--- config.mk ---
export PLATFORM = sky130hd
export DESIGN_NAME = aqpu_mul
export DESIGN_NICKNAME = d
export VERILOG_FILES = /design/src/rtl/core/aqpu_pkg.sv /design/src/rtl/core/aqpu_mul.sv
export SDC_FILE = /design/constraint.sdc
export NUM_CORES = 2
export LEC_CHECK = 0
export BUFFER_PORTS_ARGS = -buffer_cell sky130_fd_sc_hd__buf_2
export CAP_MARGIN = 20
export CORE_MARGIN = 2
export CORE_UTILIZATION = 30
export DETAILED_ROUTE_END_ITERATION = 6
export GPL_TIMING_DRIVEN = 0
export SLEW_MARGIN = 25
export SYNTH_ARGS = -nofsm -noshare
export SYNTH_HDL_FRONTEND = slang
export SYNTH_SLANG_ARGS = --single-unit
--- constraint.sdc ---
create_clock -name clk -period 11.72 [get_ports clk]
set_input_delay 2.344 -clock clk [delete_from_list [all_inputs] [get_ports clk]]
set_output_delay 2.344 -clock clk [all_outputs]
set_load 0.005 [all_outputs]
--- src/rtl/core/aqpu_pkg.sv ---
package aqpu_pkg;

	typedef enum logic [3:0] {
		ST_IDLE,
		ST_MUL,
		ST_RND,
		ST_ACC,
		ST_ROOT_GO,
		ST_ROOT,
		ST_DIV_GO,
		ST_DIV,
		ST_OUT
	} aqpu_state_t;

	typedef enum logic [1:0] {
		SH_30,
		SH_32,
		SH_19
	} aqpu_shift_t;

	typedef enum logic {
		RD_SQRT,
		RD_DIV
	} aqpu_rd_mode_t;

	typedef struct packed {
		logic        issue;
		logic        neg;
		aqpu_shift_t shift;
	} aqpu_mul_ctl_t;

	typedef struct packed {
		logic          start;
		aqpu_rd_mode_t mode;
	} aqpu_rd_ctl_t;

	typedef struct packed {
		logic done;
		logic ovf;
	} aqpu_rd_stat_t;

	// one term of the quaternion product: component, q index, h index, sign, first/last
	typedef struct packed {
		logic [1:0] comp;
		logic [1:0] qi;
		logic [1:0] hi;
		logic       sub;
		logic       first;
		logic       last;
	} aqpu_qterm_t;

	localparam logic [1:0] REG_PROP   = 2'd0;
	localparam logic [1:0] REG_INTEG  = 2'd1;
	localparam logic [1:0] REG_PERIOD = 2'd2;

	localparam logic signed [31:0] Q30_ONE = 32'sh4000_0000;

	function automatic aqpu_qterm_t qterm(input logic [3:0] j);
		aqpu_qterm_t t;
		t = '0;
		unique case (j)
			4'd0:  t = '{comp: 2'd0, qi: 2'd1, hi: 2'd0, sub: 1'b1, first: 1'b1, last: 1'b0};
			4'd1:  t = '{comp: 2'd0, qi: 2'd2, hi: 2'd1, sub: 1'b1, first: 1'b0, last: 1'b0};
			4'd2:  t = '{comp: 2'd0, qi: 2'd3, hi: 2'd2, sub: 1'b1, first: 1'b0, last: 1'b1};
			4'd3:  t = '{comp: 2'd1, qi: 2'd0, hi: 2'd0, sub: 1'b0, first: 1'b1, last: 1'b0};
			4'd4:  t = '{comp: 2'd1, qi: 2'd2, hi: 2'd2, sub: 1'b0, first: 1'b0, last: 1'b0};
			4'd5:  t = '{comp: 2'd1, qi: 2'd3, hi: 2'd1, sub: 1'b1, first: 1'b0, last: 1'b1};
			4'd6:  t = '{comp: 2'd2, qi: 2'd0, hi: 2'd1, sub: 1'b0, first: 1'b1, last: 1'b0};
			4'd7:  t = '{comp: 2'd2, qi: 2'd1, hi: 2'd2, sub: 1'b1, first: 1'b0, last: 1'b0};
			4'd8:  t = '{comp: 2'd2, qi: 2'd3, hi: 2'd0, sub: 1'b0, first: 1'b0, last: 1'b1};
			4'd9:  t = '{comp: 2'd3, qi: 2'd0, hi: 2'd2, sub: 1'b0, first: 1'b1, last: 1'b0};
			4'd10: t = '{comp: 2'd3, qi: 2'd1, hi: 2'd1, sub: 1'b0, first: 1'b0, last: 1'b0};
			4'd11: t = '{comp: 2'd3, qi: 2'd2, hi: 2'd0, sub: 1'b1, first: 1'b0, last: 1'b1};
			default: t = '0;
		endcase
		return t;
	endfunction

endpackage

--- src/rtl/core/aqpu_mul.sv ---
module aqpu_mul (
	input  logic                    clk,
	input  aqpu_pkg::aqpu_mul_ctl_t ctl,
	input  logic [31:0]             a_mag,
	input  logic [31:0]             b_mag,
	output logic [63:0]             prod,
	output logic signed [47:0]      res
);
	import aqpu_pkg::*;

	logic [63:0]        prod_s1;
	logic               neg_s1;
	aqpu_shift_t        sh_s1;
	logic signed [47:0] res_s2;
	logic [64:0]        rsum;
	logic [45:0]        rmag;

	always_ff @(posedge clk) begin
		if (ctl.issue) begin
			prod_s1 <= 64'(a_mag) * 64'(b_mag);
			neg_s1  <= ctl.neg;
			sh_s1   <= ctl.shift;
		end
	end

	// round to nearest, ties away from zero, on the magnitude
	always_comb begin
		rsum = '0;
		rmag = '0;
		unique case (sh_s1)
			SH_30: begin
				rsum = {1'b0, prod_s1} + 65'h0_2000_0000;
				rmag = 46'(rsum >> 30);
			end
			SH_32: begin
				rsum = {1'b0, prod_s1} + 65'h0_8000_0000;
				rmag = 46'(rsum >> 32);
			end
			SH_19: begin
				rsum = {1'b0, prod_s1} + 65'h0_0004_0000;
				rmag = 46'(rsum >> 19);
			end
			default: begin
				rsum = {1'b0, prod_s1};
				rmag = '0;
			end
		endcase
	end

	always_ff @(posedge clk) begin
		res_s2 <= neg_s1 ? -$signed({2'b00, rmag}) : $signed({2'b00, rmag});
	end

	assign prod = prod_s1;
	assign res  = res_s2;
endmodule

==> results.json <==
{
  "status": "finished, final reports clean",
  "fin_crit_sh_pct": 95.5,
  "cp-startpoint": "b_mag[8]",
  "drv_slew": 0,
  "syn2layout_area_growth_pct": 9.47,
  "ys_async_sr_fraction_pct": 0,
  "via_count": 32872,
  "fin_setup_tns_ps": 0,
  "worstHoldPathType": "register to register",
  "antenna_left": 0,
  "met2WireLength_mm": 72.8,
  "fmax_mhz": 89.3,
  "post_cts_resized": 0,
  "fp-row-count": 135,
  "routed_wl_mm": 162,
  "viasPerCell": 5.04,
  "layout-drive-gt1-share_pct": 6.34,
  "startpoint_type": "input port",
  "grt_overflow": 0,
  "postCtsHoldBufs": 0,
  "reg2reg_from": "prod[20]$_DFFE_PP_",
  "worstPathArrival_ps": 11380,
  "place_congestion": 1.00,
  "ys_ff_latch": 115,
  "m1WireLength_mm": 65.2,
  "drt_first_pass_iters": 6,
  "grt_usage_pct": 23.2,
  "nNetsFinal": 5953,
  "die_h_um": 373,
  "dieArea_um2": 139000,
  "cts.path.max_buffers": 2,
  "highest_layer": "met5",
  "critPathKind": "input port to register",
  "synth_area_um2": 40800,
  "synth_fp_nets": 5750,
  "period_needed_ps": 11190,
  "die_x_um": 373,
  "dp_hpwl_mm": 136,
  "core_region_area_um2": 135000,
  "yosysWarnings": 0,
  "worst_slew_pin_slew_ps": 1260,
  "cts_buffers": 17,
  "drc": 0,
  "synth_area_per_cell_um2": 9.04,
  "clock_skew_ps": 17.6,
  "pre_cts_slack_ps": 259,
  "io_buffer_count": 180,
  "synth_seq_area_share_pct": 7.28,
  "setup_viol_count_final": 0,
  "grt_first_pass_wirelength_mm": 236,
  "clock_sinks": 115,
  "grt_pass1_vias": 34003,
  "wire_per_inst_um": 24.8,
  "min-delay-start": "neg_s1$_DFFE_PP_",
  "htree_levels": 4,
  "synthCells": 4518,
  "worstPathRequired_ps": 11910,
  "io-pin-count": 181,
  "initial_utilization_pct": 30.2,
  "setup_ws_ps": 527,
  "cts_root_buf": "clkbuf_16",
  "path_max_fanout": 10,
  "post_cts_buffers": 0,
  "drt_iter0_markers": 3205,
  "synth_top_area_share_pct": 43.9,
  "path_clk_slew_ps": 70,
  "clkLatencyLatePin_ps": 450,
  "synthFlopType": "edfxtp_1",
  "synthDistinctLibCells": 76,
  "wl_met3_mm": 15.4,
  "rsz0062_at_grt": "no",
  "finalHoldViolations": 0,
  "synth_area_leaders": "fa_1 44%, and2_1 9.3%, inv_1 8.6%, ha_1 8.2%, edfxtp_1 4.9%",
  "yosysTopAreaCell": "fa_1",
  "maxCapViolCount": 0,
  "antenna_found_initial": 19,
  "grt_start_max_net_pins": 52,
  "synth-edff-count": 67,
  "max_slew_margin_pct": 16.3,
  "setup.worst_path.end_class": "register",
  "cts_tree": "done"
}
==> path summary, 6_finish.rpt <==
| kind | to | slack (ps) | cells past startpoint |
|---|---|---|---|
| max reg2reg | res[42]$_DFF_P_ | 6760 | 11 |
| min | res[32]$_DFF_P_ | 800 | 3 |
| min reg2reg | res[32]$_DFF_P_ | 800 | 3 |
| max | prod[62]$_DFFE_PP_ | 530 | 25 |
==> critical path: stages <==
cell	delay, ps
buf_2	290
clkbuf_1	860
nand2_1	190
fa_1	550
fa_1	600
fa_1	540
fa_1	510
inv_1	50
fa_1	480
fa_1	590
fa_1	570
inv_1	60
fa_1	740
inv_1	90
ha_1	300
clkbuf_1	180
a21o_1	230
o21bai_1	170
a22oi_1	260
nand4_1	110
o21ai_0	760
o211ai_1	340
nand2_1	240
o41ai_1	110
xor2_1	150
==> placed cells by master, fill, tap and decap left out, types with 12 or more instances in the layout <==
| master | synthesis | routed |
|---|---|---|
| nor2b_1 | 13 | 13 |
| o21bai_1 | 17 | 17 |
| nand4_1 | 48 | 48 |
| xor2_1 | 67 | 67 |
| and4_1 | 13 | 13 |
| nor3_1 | 32 | 32 |
| nand2_1 | 536 | 536 |
| clkbuf_1 | 246 | 233 |
| o21ai_0 | 69 | 69 |
| buf_2 | 19 | 199 |
| xnor2_1 | 112 | 112 |
| edfxtp_1 | 67 | 67 |
| nor2_1 | 67 | 67 |
| fa_1 | 896 | 896 |
| nor4_1 | 27 | 21 |
| a31oi_1 | 25 | 25 |
| or4_1 | 16 | 16 |
| o31ai_1 | 13 | 13 |
| clkbuf_2 | 0 | 14 |
| dfxtp_1 | 48 | 48 |
| inv_1 | 932 | 932 |
| clkbuf_16 | 0 | 18 |
| a21oi_1 | 82 | 82 |
| ha_1 | 267 | 267 |
| nand2b_1 | 15 | 15 |
| and2_1 | 606 | 606 |
| a21o_1 | 43 | 43 |
| and3_1 | 12 | 12 |
| nand3_1 | 50 | 50 |
==> registers in the layout (all words and copies together) (netlist names) <==
signal,cells
neg_s1,1
prod,64
res,48
sh_s1,2
==> per-stage QoR <==
stage                     hold WS (ps)  area [µm²]  utilization, %  instances
final                              800       44700            33.0       6523
after global routing               853       44700            33.0       6517
after CTS                          806       44700            33.0       6515
after detailed placement           794       44100            32.6       6483
after global placement             811       44000            32.5       6479
after floorplan                    637       40800               -       4518
==> synth_stat cells (11+ instances only) <==
cell        n
xnor2_1   112
o211ai_1   11
nor4_1     27
nand2_1   536
nor2_1     67
nand4_1    48
inv_1     932
a31oi_1    25
nor3_1     32
dfxtp_1    48
xor2_1     67
o21ai_0    69
clkbuf_1  246
ha_1      267
or4_1      16
edfxtp_1   67
nand3_1    50
nor2b_1    13
and3_1     12
and2_1    606
fa_1      896
and4_1     13
a21oi_1    82
a21o_1     43
o31ai_1    13
or3_1      11
o21bai_1   17
buf_2      19
nand2b_1   15
==> cell type report <==
type	count	area, µm²
Sequential cell	115	2970
Tap cell	1781	2230
Clock inverter	13	136
Buffer	278	1140
Clock buffer	19	454
Antenna cell	8	20.0
Timing Repair Buffer	184	966
Fill cell	14087	90600
Inverter	932	3500
Multi-Input combinational cell	3193	33300
==> kinds of logic (layout without fill, tap and decap cells) <==
family,count (synthesis),after routing,share of synthesized area [%]
AND/OR/NAND/NOR,1477,1477,19.1
buffers and inverters,1210,1426,11.3
adder cells (fa/ha/maj),1163,1163,52.1
AO/OA/AOI/OAI,367,367,6.20
XOR/XNOR,179,179,3.84
flip-flops,115,115,7.28
multiplexers,7,7,0.172
other,0,8,0
==> layer usage <==
| layer | global-route usage (%) | vias to the layer above |
|---|---|---|
| met1 | 30.4 | 16761 |
| li1 | - | 14121 |
| met3 | 4.79 | 314 |
| met2 | 36.8 | 1660 |
| met4 | 10.8 | 16 |
| met5 | 0 | - |
Power is not shown: default switching activity piles up to over one toggle a cycle in this logic, so the estimate is an artifact.
